`config.mk`:
```
export PLATFORM = sky130hd
export DESIGN_NAME = flash_record_log_scanner_core
export DESIGN_NICKNAME = d
export VERILOG_FILES = /design/src/rtl/core/frls_pkg.sv /design/src/rtl/core/frls_slot_unit.sv /design/src/rtl/core/flash_record_log_scanner_core.sv
export SDC_FILE = /design/constraint.sdc
export NUM_CORES = 1
export LEC_CHECK = 0
export BUFFER_PORTS_ARGS = -buffer_cell sky130_fd_sc_hd__buf_2
export CAP_MARGIN = 20
export CORE_MARGIN = 2
export CORE_UTILIZATION = 23
export DETAILED_ROUTE_END_ITERATION = 16
export PLACE_DENSITY = 0.48
export SKIP_LAST_GASP = 1
export SYNTH_ARGS = -nofsm -noshare
export SYNTH_HDL_FRONTEND = slang
export SYNTH_SLANG_ARGS = --single-unit
```
`constraint.sdc`:
```
create_clock -name clk -period 9.15 [get_ports clk]
set_input_delay 1.83 -clock clk [delete_from_list [all_inputs] [get_ports clk]]
set_output_delay 1.83 -clock clk [all_outputs]
set_load 0.01 [all_outputs]
```
`src/rtl/core/frls_pkg.sv`:
```
package frls_pkg;

	// Journal geometry
	localparam int SLOT_BYTES     = 256;
	localparam int SLOTS_PER_PAGE = 8;
	localparam int TOTAL_SLOTS    = 2 * SLOTS_PER_PAGE;
	localparam int CHECK_START    = SLOT_BYTES - 4;

	// Internal widths derived from the geometry
	localparam int OFS_W   = $clog2(SLOT_BYTES);
	localparam int SLOT_W  = $clog2(TOTAL_SLOTS + 1);
	localparam int TALLY_W = $clog2(TOTAL_SLOTS + 1);
	localparam int FF_W    = $clog2(SLOTS_PER_PAGE + 1);

	// Fixed field widths of the ports
	localparam int IDX_W = 4;
	localparam int CNT_W = 5;
	localparam int FFO_W = 4;

	localparam logic [31:0] CRC_POLY    = 32'hEDB8_8320;
	localparam logic [31:0] ALL_ONES    = 32'hFFFF_FFFF;
	localparam logic [31:0] MAGIC_RESET = 32'h4B53_5735;
	localparam logic [7:0]  ERASED_BYTE = 8'hFF;

	typedef struct packed {
		logic [7:0] byte_value;
		logic       scan_start;
	} frls_in_t;

	typedef struct packed {
		logic [IDX_W-1:0] slot_index;
		logic             slot_free;
		logic             slot_valid;
		logic [31:0]      slot_sequence;
		logic             scan_done;
		logic             newest_found;
		logic [IDX_W-1:0] newest_slot;
		logic [31:0]      newest_sequence;
		logic [CNT_W-1:0] valid_count;
		logic [CNT_W-1:0] free_count;
		logic [FFO_W-1:0] first_free_a;
		logic [FFO_W-1:0] first_free_b;
	} frls_out_t;

	// Verdict of one slot, handed from the slot unit to the summary logic
	typedef struct packed {
		logic              emit;
		logic [SLOT_W-1:0] slot;
		logic              is_free;
		logic              valid;
		logic [31:0]       sequence_word;
		logic              done;
	} frls_verdict_t;

	// Reflected CRC-32, one byte
	function automatic logic [31:0] crc32_byte(input logic [31:0] crc, input logic [7:0] b);
		logic [31:0] c;
		c = crc ^ {24'd0, b};
		for (int k = 0; k < 8; k++) begin
			c = (c >> 1) ^ (CRC_POLY & {32{c[0]}});
		end
		return c;
	endfunction

endpackage

```
`src/rtl/core/frls_slot_unit.sv`:
```
module frls_slot_unit import frls_pkg::*; (
	input  logic          clk,
	input  logic          arst_n,
	input  logic          step,
	input  logic [7:0]    byte_value,
	input  logic          scan_start,
	input  logic [31:0]   record_magic,
	output frls_verdict_t verdict
);

	logic [OFS_W-1:0]  offset_q;
	logic [SLOT_W-1:0] slot_q;
	logic [31:0]       crc_q, magic_q, seq_q, check_q;
	logic              erased_q;

	logic [OFS_W-1:0]  off_e;
	logic [SLOT_W-1:0] slot_e;
	logic [31:0]       crc_e, magic_e, seq_e, check_e;
	logic              erased_e;

	logic [31:0]       crc_n, magic_n, seq_n, check_n;
	logic              erased_n;
	logic [OFS_W-1:0]  chk_ofs;
	logic              active, last;

	// A start byte sees cleared state
	always_comb begin
		if (scan_start) begin
			off_e    = '0;
			slot_e   = '0;
			crc_e    = ALL_ONES;
			magic_e  = '0;
			seq_e    = '0;
			check_e  = '0;
			erased_e = 1'b1;
		end else begin
			off_e    = offset_q;
			slot_e   = slot_q;
			crc_e    = crc_q;
			magic_e  = magic_q;
			seq_e    = seq_q;
			check_e  = check_q;
			erased_e = erased_q;
		end
	end

	assign active  = slot_e < SLOT_W'(TOTAL_SLOTS);
	assign last    = off_e == OFS_W'(SLOT_BYTES - 1);
	assign chk_ofs = off_e - OFS_W'(CHECK_START);

	// Capture header and check word lanes; fold every byte before the check word into the CRC
	always_comb begin
		magic_n  = magic_e;
		seq_n    = seq_e;
		check_n  = check_e;
		crc_n    = crc_e;
		erased_n = erased_e && (byte_value == ERASED_BYTE);
		if (off_e < OFS_W'(4)) begin
			magic_n[{off_e[1:0], 3'b000} +: 8] = byte_value;
		end else if (off_e < OFS_W'(8)) begin
			seq_n[{off_e[1:0], 3'b000} +: 8] = byte_value;
		end
		if (off_e >= OFS_W'(CHECK_START)) begin
			check_n[{chk_ofs[1:0], 3'b000} +: 8] = byte_value;
		end else begin
			crc_n = crc32_byte(crc_e, byte_value);
		end
	end

	always_comb begin
		verdict.emit          = active && last;
		verdict.slot          = slot_e;
		verdict.is_free       = erased_n;
		verdict.valid         = (magic_n == record_magic) && ((crc_n ^ ALL_ONES) == check_n);
		verdict.sequence_word = seq_n;
		verdict.done          = slot_e == SLOT_W'(TOTAL_SLOTS - 1);
	end

	always_ff @(posedge clk or negedge arst_n) begin
		if (!arst_n) begin
			offset_q <= '0;
			slot_q   <= '0;
			crc_q    <= ALL_ONES;
			magic_q  <= '0;
			seq_q    <= '0;
			check_q  <= '0;
			erased_q <= 1'b1;
		end else if (step) begin
			if (!active) begin
				// past the last slot: drop the byte, keep whatever start cleared
				offset_q <= off_e;
				slot_q   <= slot_e;
				crc_q    <= crc_e;
				magic_q  <= magic_e;
				seq_q    <= seq_e;
				check_q  <= check_e;
				erased_q <= erased_e;
			end else if (last) begin
				offset_q <= '0;
				slot_q   <= slot_e + SLOT_W'(1);
				crc_q    <= ALL_ONES;
				magic_q  <= '0;
				seq_q    <= '0;
				check_q  <= '0;
				erased_q <= 1'b1;
			end else begin
				offset_q <= off_e + OFS_W'(1);
				slot_q   <= slot_e;
				crc_q    <= crc_n;
				magic_q  <= magic_n;
				seq_q    <= seq_n;
				check_q  <= check_n;
				erased_q <= erased_n;
			end
		end
	end

endmodule

```
`src/rtl/core/flash_record_log_scanner_core.sv`:
```
// Journal scanner for a two-page append-only flash log.
// Source channel (src_valid / src_stall / src_data): one flash byte per word,
// in address order from page A slot 0; scan_start on a word clears all scan
// state and makes that byte the first of slot 0.
// Result channel (res_valid / res_stall / res_data): one word per finished
// slot, carrying the slot verdict and the running summary (newest record,
// valid and free counts, first free slot per page). scan_done marks the last
// slot; later bytes give nothing until the next scan_start.
// Config channel (cfg_valid / cfg_ready / cfg_data): writes the record magic;
// cfg_ready is always high. Write it only while the block is idle.
// Path: a slot's last byte is taken into the input register, and its verdict
// is then loaded into the result register. Throughput: one byte per cycle
// unless stalled as below; the byte-wide CRC step and the summary compare are
// both combinational.
// Stall: while a result waits under res_stall, bytes that finish no slot keep
// flowing; a byte that finishes a slot waits in the input register and
// src_stall rises until the result is taken.
// Reset: clears all scan state and restores the reset magic word.
module flash_record_log_scanner_core import frls_pkg::*; (
	input  logic        clk,
	input  logic        arst_n,
	input  logic        src_valid,
	output logic        src_stall,
	input  frls_in_t    src_data,
	output logic        res_valid,
	input  logic        res_stall,
	output frls_out_t   res_data,
	input  logic        cfg_valid,
	output logic        cfg_ready,
	input  logic [31:0] cfg_data
);

	logic [31:0]   magic_q;
	logic          valid_s1;
	frls_in_t      data_s1;
	frls_verdict_t verdict;
	logic          hold, step;

	// Summary state
	logic               found_q;
	logic [IDX_W-1:0]   best_slot_q;
	logic [31:0]        best_seq_q;
	logic [TALLY_W-1:0] valid_tally_q, free_tally_q;
	logic [FF_W-1:0]    first_a_q, first_b_q;

	logic               found_e, found_n;
	logic [IDX_W-1:0]   best_slot_e, best_slot_n;
	logic [31:0]        best_seq_e, best_seq_n, seq_diff;
	logic [TALLY_W-1:0] valid_tally_e, valid_tally_n, free_tally_e, free_tally_n;
	logic [FF_W-1:0]    first_a_e, first_a_n, first_b_e, first_b_n;
	logic [SLOT_W-1:0]  page_b_slot;
	logic               newer;

	// Configuration: take every write
	assign cfg_ready = 1'b1;

	always_ff @(posedge clk or negedge arst_n) begin
		if (!arst_n) begin
			magic_q <= MAGIC_RESET;
		end else if (cfg_valid && cfg_ready) begin
			magic_q <= cfg_data;
		end
	end

	// Hold the input stage only when its byte finishes a slot and the result
	// register is still occupied by an untaken word.
	assign hold      = valid_s1 && verdict.emit && res_valid && res_stall;
	assign step      = valid_s1 && !hold;
	assign src_stall = hold;

	always_ff @(posedge clk or negedge arst_n) begin
		if (!arst_n) begin
			valid_s1 <= 1'b0;
		end else if (!hold) begin
			valid_s1 <= src_valid;
		end
	end

	always_ff @(posedge clk) begin
		if (src_valid && !src_stall) begin
			data_s1 <= src_data;
		end
	end

	frls_slot_unit u_slot (
		.clk          (clk),
		.arst_n       (arst_n),
		.step         (step),
		.byte_value   (data_s1.byte_value),
		.scan_start   (data_s1.scan_start),
		.record_magic (magic_q),
		.verdict      (verdict)
	);

	// Summary as seen by this byte: cleared first on a start word
	always_comb begin
		if (data_s1.scan_start) begin
			found_e       = 1'b0;
			best_slot_e   = '0;
			best_seq_e    = '0;
			valid_tally_e = '0;
			free_tally_e  = '0;
			first_a_e     = FF_W'(SLOTS_PER_PAGE);
			first_b_e     = FF_W'(SLOTS_PER_PAGE);
		end else begin
			found_e       = found_q;
			best_slot_e   = best_slot_q;
			best_seq_e    = best_seq_q;
			valid_tally_e = valid_tally_q;
			free_tally_e  = free_tally_q;
			first_a_e     = first_a_q;
			first_b_e     = first_b_q;
		end
	end

	// Wrap-safe newer test: strictly positive signed difference, or no record kept yet
	assign seq_diff    = verdict.sequence_word - best_seq_e;
	assign newer       = !found_e || ((seq_diff != '0) && !seq_diff[31]);
	assign page_b_slot = verdict.slot - SLOT_W'(SLOTS_PER_PAGE);

	always_comb begin
		found_n       = found_e;
		best_slot_n   = best_slot_e;
		best_seq_n    = best_seq_e;
		valid_tally_n = valid_tally_e;
		free_tally_n  = free_tally_e;
		first_a_n     = first_a_e;
		first_b_n     = first_b_e;
		if (verdict.emit) begin
			if (verdict.is_free) begin
				// a free slot counts as free only, even if it also checks valid
				free_tally_n = free_tally_e + TALLY_W'(1);
				if (verdict.slot < SLOT_W'(SLOTS_PER_PAGE)) begin
					if (first_a_e == FF_W'(SLOTS_PER_PAGE)) begin
						first_a_n = FF_W'(verdict.slot);
					end
				end else if (first_b_e == FF_W'(SLOTS_PER_PAGE)) begin
					first_b_n = FF_W'(page_b_slot);
				end
			end else if (verdict.valid) begin
				valid_tally_n = valid_tally_e + TALLY_W'(1);
			end
			if (verdict.valid && newer) begin
				found_n     = 1'b1;
				best_slot_n = IDX_W'(verdict.slot);
				best_seq_n  = verdict.sequence_word;
			end
		end
	end

	always_ff @(posedge clk or negedge arst_n) begin
		if (!arst_n) begin
			found_q       <= 1'b0;
			best_slot_q   <= '0;
			best_seq_q    <= '0;
			valid_tally_q <= '0;
			free_tally_q  <= '0;
			first_a_q     <= FF_W'(SLOTS_PER_PAGE);
			first_b_q     <= FF_W'(SLOTS_PER_PAGE);
		end else if (step) begin
			found_q       <= found_n;
			best_slot_q   <= best_slot_n;
			best_seq_q    <= best_seq_n;
			valid_tally_q <= valid_tally_n;
			free_tally_q  <= free_tally_n;
			first_a_q     <= first_a_n;
			first_b_q     <= first_b_n;
		end
	end

	// Result register: load on a finished slot, drop the word once taken
	always_ff @(posedge clk or negedge arst_n) begin
		if (!arst_n) begin
			res_valid <= 1'b0;
		end else if (step && verdict.emit) begin
			res_valid <= 1'b1;
		end else if (!res_stall) begin
			res_valid <= 1'b0;
		end
	end

	always_ff @(posedge clk) begin
		if (step && verdict.emit) begin
			res_data.slot_index      <= IDX_W'(verdict.slot);
			res_data.slot_free       <= verdict.is_free;
			res_data.slot_valid      <= verdict.valid;
			res_data.slot_sequence   <= verdict.sequence_word;
			res_data.scan_done       <= verdict.done;
			res_data.newest_found    <= found_n;
			res_data.newest_slot     <= best_slot_n;
			res_data.newest_sequence <= best_seq_n;
			res_data.valid_count     <= CNT_W'(valid_tally_n);
			res_data.free_count      <= CNT_W'(free_tally_n);
			res_data.first_free_a    <= FFO_W'(first_a_n);
			res_data.first_free_b    <= FFO_W'(first_b_n);
		end
	end

	// A valid slot always leaves a newest record behind
	a_valid_sets_newest: assert property (@(posedge clk) disable iff (!arst_n)
		res_valid && res_data.slot_valid |-> res_data.newest_found)
		else $error("valid slot reported without a newest record");

	// With no newest record the kept slot and sequence stay cleared
	a_none_is_zero: assert property (@(posedge clk) disable iff (!arst_n)
		res_valid && !res_data.newest_found |->
		(res_data.newest_sequence == '0) && (res_data.newest_slot == '0))
		else $error("newest fields set while no record found");

	// Counts never exceed the slots of one scan
	a_count_bound: assert property (@(posedge clk) disable iff (!arst_n)
		res_valid |-> ((CNT_W + 1)'(res_data.valid_count) + (CNT_W + 1)'(res_data.free_count))
		<= (CNT_W + 1)'(TOTAL_SLOTS))
		else $error("valid plus free count exceeds slot total");

	// The done flag comes only with the last slot
	a_done_last: assert property (@(posedge clk) disable iff (!arst_n)
		res_valid && res_data.scan_done |-> res_data.slot_index == IDX_W'(TOTAL_SLOTS - 1))
		else $error("scan_done on a slot other than the last");

	// A held input stage only ever waits behind a stalled result
	a_hold_cause: assert property (@(posedge clk) disable iff (!arst_n)
		src_stall |-> res_valid && res_stall && valid_s1)
		else $error("input stalled without a waiting result");

endmodule
```
# == Yosys cells after proc, flatten, opt, wreduce, memory -nomap -nowiden ==
# Cells that the tools add are included.
# totals
reg_bits,334
latchBits,0
ram_bits,0
romBits,0
in_bits,46
output_inout_bits,97
elab_cells,140
memories,0
# op_classes
add_sub_neg,9
multipliers,0
n_div,0
order_cmp,5
eq_ne,8
n_shift,4
n_mux,57
bitwise,10
n_reduce_logical,16
# op_table
op,count
$mux 32,20
$xor 31x32->32,8
$bwmux 32,3
$eq 32x32->1,2
$shift 8x7->32 const A,2
$shiftx 8x7->32,2
$mux 4,13
$mux 5,10
$not 32->32,1
$reduce_bool 32->1,1
$sub 32x32->32,1
$xor 32x8->32,1
$mux 8,3
$eq 8x8->1 const B,2
$add 5x1->5 const B,3
$neg 5->7,2
$logic_and 1x1->1,11
$add 8x1->8 const B,1
$eq 4x4->1 const B,2
$ge 8x8->1 const B,1
$lt 8x3->1 const B,1
$lt 8x4->1 const B,1
$mux 1,8
$eq 5x4->1 const B,1
other kinds (7),9

# == Depth between registers and ports, before layout ==
# Gate-level depths: netlist of the first run.
# depth
word_depth,17
ltp_mapped,33
mapped_depth_nobuf,21

# == Hierarchy ==
# From an unflattened synthesis of the first run, not the netlist that was laid out.
# hier_totals
cells_unflattened,2035
hier_area_um2,19658.9
# by_module_without_submodules
mod,n_inst,cells_per_inst,area_each_um2,seq_area_each_um2
frls_slot_unit,1,1211,10100.9,3594.7
flash_record_log_scanner_core,1,824,9557.9,5343.9

# == Worst setup path after synthesis of the first run ==
# Ideal clock, no wire load.
# synth_timing
kind,reg2reg
startpoint,register data_s1[0] (netlist bit)
endpoint,"register res_data[18] (netlist bit), data pin"
setup_time_ns,0.262
t_arrival_ns,6.402
required_time_ns,8.888
setup_slack_ns,2.486
path_stages_with_launch,32
path_buffers,11
synth_period_minus_slack_ns,6.664
cell_sequence,edfxtp_1 buf_4 buf_4 buf_2 buf_4 buf_2 buf_2 buf_2 buf_2 nor2b_1 inv_1 ha_1 or3b_2 nor2_1 clkbuf_1 nand2_1 nor2_1 a31oi_1 inv_1 ha_1 clkbuf_1 nand2_1 o21ai_0 a221oi_1 o21ai_0 a2111o_1 a2111oi_0 nand4_1 nor4_1 or3_1 buf_6 mux2_1
# synth_via
elab_cells_between_ends,51
cone_classes,add/sub (4); order compare (4); eq/ne (3); shift (4); mux (18); bitwise (10); reduce/logical (8)
# synth_lines
item,line,text
from (decl),flash_record_log_scanner_core.sv:35,frls_in_t data_s1;
from (signal assigned),flash_record_log_scanner_core.sv:81,data_s1 <= src_data;
$mux 8,frls_slot_unit.sv:28,if (scan_start) begin
$neg 5->7,frls_slot_unit.sv:61,"seq_n[{off_e[1:0], 3'b000} +: 8] = byte_value;"
$shiftx 8x7->32 / $shift 8x7->32 (equally long branches),frls_slot_unit.sv:61,
$bwmux 32,frls_slot_unit.sv:61,
$mux 32,frls_slot_unit.sv:60,end else if (off_e < OFS_W'(8)) begin
$mux 32 *,frls_slot_unit.sv:58,if (off_e < OFS_W'(4)) begin
via u_slot.seq_n[23],frls_slot_unit.sv:21,"logic [31:0] crc_n, magic_n, seq_n, check_n;"
$sub 32x32->32 *,flash_record_log_scanner_core.sv:117,assign seq_diff = verdict.sequence_word - best_seq_e;
$reduce_bool 32->1 / $logic_not 1->1 (equally long branches),flash_record_log_scanner_core.sv:118,assign newer = !found_e || ((seq_diff != '0) && !seq_diff[31]);
$logic_and 1x1->1 *,flash_record_log_scanner_core.sv:118,
$logic_or 1x1->1 *,flash_record_log_scanner_core.sv:118,
$logic_and 1x1->1 *,flash_record_log_scanner_core.sv:143,if (verdict.valid && newer) begin
$mux 32 *,flash_record_log_scanner_core.sv:143,
$mux 32 *,flash_record_log_scanner_core.sv:129,if (verdict.emit) begin
via best_seq_n[0],flash_record_log_scanner_core.sv:48,"logic [31:0] best_seq_e, best_seq_n, seq_diff;"
to (decl),flash_record_log_scanner_core.sv:27,"output frls_out_t res_data,"
# The timed path passes the listed nets; every way through them passes the cells marked *.
# A chain may end at the register's enable or synchronous reset.

# == Final worst setup path of the first run ==
# layout_timing
startpoint,register data_s1[0] (netlist bit)
endpoint,"register res_data[36] (netlist bit), data pin"
# The elaborated chain is that of the path after synthesis.

==> impl_metrics.tcl, run 1 <==
set metrics [dict create \
    p_seq_share_pct 35.3 \
    synth-simple-area-share_pct 19.4 \
    outcome "finished, final reports clean" \
    p_int_mw 3.36 \
    ys.flop_type "dfrtp_1" \
    setup_violations 0 \
    coreArea_um2 89900 \
    holdBufCountCts 0 \
    cp_slowest_stage_delay_ns 0.71 \
    routedWlPerCell_um 22.4 \
    syn_avg_cell_area_um2 9.28 \
    crit_slowest_cell "or3_2" \
    postSynthNetCount 2329 \
    ys_async_sr_fraction_pct 69.2 \
    synth_top_family_by_area "simple AND/OR/NAND/NOR gates" \
    postRouteAntennaNets 0 \
    synth_edf_count 103 \
    finalCriticalPeriod_ns 7.74 \
    p_clk_share_pct 30.6 \
    skew_ns 0.0244 \
    track_usage_pct 16.7 \
    min_period_over_period_pct 84.6 \
    hold_depth 2 \
    power_switching_mw 1.95 \
    yosysTopAreaCellShare_pct 21.5 \
    dp_hpwl_um 57200 \
    syn_inst 2242 \
    cp_data_arrival_time_ns 8.05 \
    root_buffer "clkbuf_16" \
    drive_above_1_share_pct 16.0 \
    grt-busiest-layer "met2" \
    cts-resized-gates 0 \
    routed_via_density 5.08 \
    cp.required_ns 9.45 \
    relSlewSlack_pct 31.2 \
    path_class "reg -> reg" \
    yosys.area.top_type "dfrtp_1" \
    areaGrowthSynthToFinish_pct 15.4 \
    drt_iter0_drc 1582 \
    first_global_vias 17500 \
    worstPathCellList "nand2b_1 -> ha_1 -> or3b_2 -> nor2_1 -> nand2_1 -> nor2_1 -> a31oi_1 -> inv_1 -> ha_1 -> nand2_1 -> o21ai_0 -> a221oi_1 -> o21ai_0 -> a2111o_1 -> a2111oi_0 -> nand4_1 -> nor4_1 -> or3_2 -> buf_4 -> mux2i_1" \
    io_pins 143 \
    use_met3_pct 2.39 \
    cts.reportedPaths.clkPinSlew_ns 0.06 \
    synth_mux_area_share_pct 6.22 \
    insertion_delay_ns 0.60 \
    rows 110 \
    diodes 0 \
    synth_warnings 0 \
    overflow 0 \
    initial_core_util_pct 23.2 \
    startpoint_type "register" \
    hold_viol_final 0 \
    slew_violations 0 \
    cts.sinks 334 \
    synthAdderAreaFrac_pct 2.50 \
    worst_slew_pin_slew_ns 1.03 \
    max_freq_mhz 129 \
    fillers 9650 \
    wl_um 79100 \
    num_vias 18000 \
    synth_most_common_cell "nand2_1" \
    htree_levels 2 \
    die-width_um 305 \
    die_h_um 305 \
    grt_use_met1_pct 22.6 \
    grt_max_degree 116 \
    numPortBuffers 141 \
    p_per_area_nw_per_um2 221 \
    switching_share_pct 36.7 \
    synth-seq-cells 334 \
    synth_xor_area_share_pct 7.35 \
    holdCritPathClass "reg -> reg" \
    place.gp.congestion 0.904 \
    synth_compound_gate_area_share_pct 17.1 \
    cts_tree "built" \
    netlist_top_cells_count "352 x nand2_1, 179 x dfrtp_1, 163 x nor2_1" \
    rsz0062_at_grt "false" \
    post-cts-setup-buffer-count 0 \
    cts_buffers 41 \
    yosys-top-cells-area "dfrtp_1 22%, edfxtp_1 15%, dfstp_2 6.6%" \
    worstSetupEndpointType "register" \
    die-area_um2 92900 \
    clock_path_buffers 3 \
    use_met2_pct 27.4 \
    drc 0 \
    irDropWorstVdd_mv 0.154 \
    place_area_um2 22700 \
    worstRegToRegCells 20 \
    ys_seq_area_share_pct 43.0 \
    synth_area_um2 20800 \
    dr.pass1.iters 5 \
    cp_max_fo 22 \
    antenna_found_initial 0 \
    final.setup.tns_ns 0 \
    p_comb_share_pct 34.0 \
    cellLeakagePower_nw 10.6 \
    layout.nets 2416 \
    synth_cell_types 95 \
    grt_pass1_wl_um 118000 \
    design_area_um2 24000 \
    drv_cap 0 \
    holdWs_ns 0.478 \
]
-- placed cells by master (no fill, tap or decap), types with 61 or more instances in the layout --
| cell type | count |
|---|---|
| xnor2_1 | 72 |
| dfrtp_1 | 179 |
| mux2i_1 | 90 |
| o21ai_0 | 148 |
| edfxtp_1 | 103 |
| buf_2 | 141 |
| inv_1 | 61 |
| nor2_1 | 159 |
| nand3_1 | 65 |
| nand2_1 | 351 |
| a21oi_1 | 91 |
-- state kept, by name (all words and copies together), names as in the netlist, 5 cells and up --
name	flops
u_slot.crc_q	32
u_slot.seq_q	32
u_slot.offset_q	8
free_tally_q	5
res_data	94
valid_tally_q	5
u_slot.slot_q	5
magic_q	32
best_seq_q	32
data_s1	9
u_slot.check_q	32
u_slot.magic_q	32
-- final timing paths --
kind                                  from               to  slack, ns
setup / recovery                data_s1[0]     res_data[36]       1.41
hold / removal             u_slot.seq_q[5]  u_slot.seq_q[5]       0.48
setup reg to reg                data_s1[0]     res_data[36]       1.41
hold reg to reg            u_slot.seq_q[5]  u_slot.seq_q[5]       0.48
max in group asynchronous           arst_n   best_seq_q[17]       6.36
min in group asynchronous           arst_n   best_seq_q[15]       1.34
-- through the flow --
| step | util [%] | instances | total power [mW] | setup WS [ns] |
|---|---|---|---|---|
| 2_1_floorplan | - | 2242 | 3.17 | 2.49 |
| 3_3_place_gp | 25.3 | 3461 | 3.67 | 1.74 |
| 3_5_place_dp | 25.3 | 3462 | 3.67 | 1.54 |
| 4_1_cts | 26.7 | 3538 | 5.33 | 1.51 |
| 5_1_grt | 26.7 | 3538 | 5.58 | 0.817 |
| 6_report | 26.7 | 3538 | 5.30 | 1.41 |
-- kinds of logic (layout without fill, tap and decap cells) --
| logic type | Yosys count | after routing |
|---|---|---|
| other | 1 | 1 |
| AND/OR/NAND/NOR | 847 | 847 |
| XOR/XNOR | 145 | 145 |
| flip-flops | 334 | 334 |
| adder cells (fa/ha/maj) | 41 | 41 |
| multiplexers | 125 | 125 |
| AO/OA/AOI/OAI | 538 | 538 |
| buffers and inverters | 211 | 331 |
-- layout make-up --
cell class | instances | area (µm²) | share of cell area [%]
inverters | 65 | 249 | 1.04
repair buffers | 190 | 1080 | 4.50
multi-input cells | 1697 | 11000 | 45.7
clock inverters | 20 | 206 | 0.860
flip-flops and latches | 334 | 8940 | 37.2
well taps | 1176 | 1470 | 6.13
clock buffers | 56 | 1090 | 4.55
-- per-layer routing --
| metal | wire length [µm] | share of wire, % | vias up |
|---|---|---|---|
| met5 | 0 | 0 | - |
| met1 | 35500 | 45 | 8877 |
| met4 | 2400 | 3.0 | 0 |
| li1 | - | - | 8373 |
| met3 | 4360 | 5.5 | 127 |
| met2 | 36800 | 47 | 599 |
-- critical path: cells and delay by family (launching register included) --
family / cells / cell delay (ns)
buffers and inverters: 2 / 0.55
muxes: 1 / 0.12
and+or+nand+nor: 9 / 3.67
DFF: 1 / 0.54
AOI/OAI and AO/OA: 6 / 1.59
adders and majority gates: 2 / 0.97
-- power by group through the flow --
stage | Sequential (mW) | Combinational (mW) | Clock, mW
after floorplan | 1.78 | 1.39 | 0
after global placement | 1.90 | 1.77 | 0
after detailed placement | 1.90 | 1.77 | 0
after CTS | 1.87 | 1.78 | 1.67
after global routing | 1.89 | 1.96 | 1.73
final | 1.87 | 1.81 | 1.62
(Power assumes the default switching activity.)
==> inputs of run 2 (changes only) <==
==> constraint.sdc (replaced) <==
create_clock -name clk -period 8 [get_ports clk]
set_input_delay 1.6 -clock clk [delete_from_list [all_inputs] [get_ports clk]]
set_output_delay 1.6 -clock clk [all_outputs]
set_load 0.01 [all_outputs]
==> impl_metrics.tcl, run 2 (synthesized netlist as in run 1, its figures left out) <==
set metrics [dict create \
    numPortBuffers 141 \
    clock_path_buffers 3 \
    p_per_area_nw_per_um2 257 \
    final.setup.tns_ns 0 \
    place_area_um2 22900 \
    layout.nets 2430 \
    largest_reg_flops 94 \
    routedWlPerCell_um 22.5 \
    insertion_delay_ns 0.61 \
    track_usage_pct 16.8 \
    startpoint_type "register" \
    cp_data_arrival_time_ns 7.51 \
    initial_core_util_pct 23.2 \
    max_freq_mhz 142 \
    cp_max_fo 18 \
    path_class "reg -> reg" \
    layout.cells.most_common_list "351 x nand2_1, 179 x dfrtp_1, 159 x nor2_1" \
    worst_slew_pin_slew_ns 1.07 \
    diodes 0 \
    htree_levels 2 \
    coreArea_um2 89900 \
    dp_hpwl_um 58200 \
    worstSetupEndpointType "register" \
    overflow 0 \
    relSlewSlack_pct 28.3 \
    grt_use_met1_pct 23.0 \
    mostFrequentLayoutCell "nand2_1" \
    drv_cap 0 \
    rsz0062_at_grt "false" \
    num_vias 18200 \
    cp.required_ns 8.46 \
    antenna_found_initial 2 \
    power_mw 6.25 \
    design_area_um2 24300 \
    areaGrowthSynthToFinish_pct 16.9 \
    slew_violations 0 \
    cts_buffers 43 \
    wl_um 79800 \
    cts.reportedPaths.clkPinSlew_ns 0.06 \
    drive_above_1_share_pct 16.9 \
    r2r_setup_slack_ns 0.95 \
    holdCritPathClass "reg -> reg" \
    rows 110 \
    cellLeakagePower_nw 10.7 \
    grt-busiest-layer "met2" \
    skew_ns 0.0429 \
    first_global_vias 17500 \
    post-cts-setup-buffer-count 0 \
    drc 0 \
    routed_via_density 5.12 \
    cts.sinks 334 \
    use_met3_pct 2.15 \
    finalCriticalPeriod_ns 7.05 \
    min_period_over_period_pct 88.2 \
    regMostFlops "res_data" \
    die-width_um 305 \
    grt_pass1_wl_um 119000 \
    grt_max_degree 135 \
    die-area_um2 92900 \
    outcome "finished, final reports clean" \
    cts_tree "built" \
    fin_util_pct 27.1 \
    holdBufCountCts 0 \
    cts-resized-gates 0 \
    preCtsSetupSlack_ns 1.07 \
    dr.pass1.iters 6 \
    use_met2_pct 27.6 \
    hold_viol_final 0 \
    irDropWorstVdd_mv 0.148 \
    drt_iter0_drc 1527 \
    setup_slack_ns 0.947 \
    place.gp.congestion 0.904 \
    die_h_um 305 \
    setup_violations 0 \
    io_pins 143 \
    root_buffer "clkbuf_16" \
    postRouteAntennaNets 0 \
]
## run 2: power by group
group	leakage, nW	internal (mW)	switching, mW	total [mW]
Combinational	5.85	0.864	1.22	2.08
Sequential	4.15	1.94	0.213	2.16
Clock	0.706	1.16	0.849	2.01
Total	10.7	3.97	2.28	6.25
## run 2: final timing paths
kind                                    startpoint                  to  cells after the start
max in group asynchronous                   arst_n         magic_q[28]                      2
min in group asynchronous                   arst_n      best_seq_q[12]                      1
worst max register to register          data_s1[0]        res_data[52]                     20
worst min-delay path            u_slot.magic_q[26]  u_slot.magic_q[26]                      2
worst min register to register  u_slot.magic_q[26]  u_slot.magic_q[26]                      2
worst max-delay path                    data_s1[0]        res_data[52]                     20
## run 2: area by class of cell
type | count | area, µm²
fill | 9602 | 65500
sequential | 334 | 8940
clock buffer | 59 | 1240
tap | 1176 | 1470
inverter | 65 | 249
clock inverter | 21 | 223
timing repair buffer | 202 | 1240
multi-input combinational | 1697 | 11000
## run 2: layer usage
metal | vias to the layer above | share of wire, %
met1 | 9075 | 45
met2 | 593 | 47
met3 | 123 | 5.3
met4 | 0 | 3.0
li1 | 8388 | -
met5 | - | 0
## run 2: stage by stage
stage | hold slack, ns | std cells
final | 0.476 | 3554
after global routing | 0.496 | 3554
after CTS | 0.478 | 3554
after detailed placement | 0.465 | 3474
after global placement | 0.458 | 3474
after floorplan | 0.441 | 2242
## run 2: critical path, cell delays in order (launching register included)
cell and delay [ns]:
edfxtp_1 0.51, nand2b_1 0.26, buf_4 0.21, inv_2 0.27, ha_1 0.20, buf_4 0.24, nand2_1 0.36, a31oi_1 0.51
inv_1 0.14, ha_1 0.50, nand2_1 0.13, nor4_1 0.25, o21ai_0 0.26, a31oi_1 0.48, a41oi_1 0.34, a221oi_1 0.35
nand4_1 0.13, nor4_1 0.57, or3_2 0.67, buf_4 0.29, mux2i_1 0.21
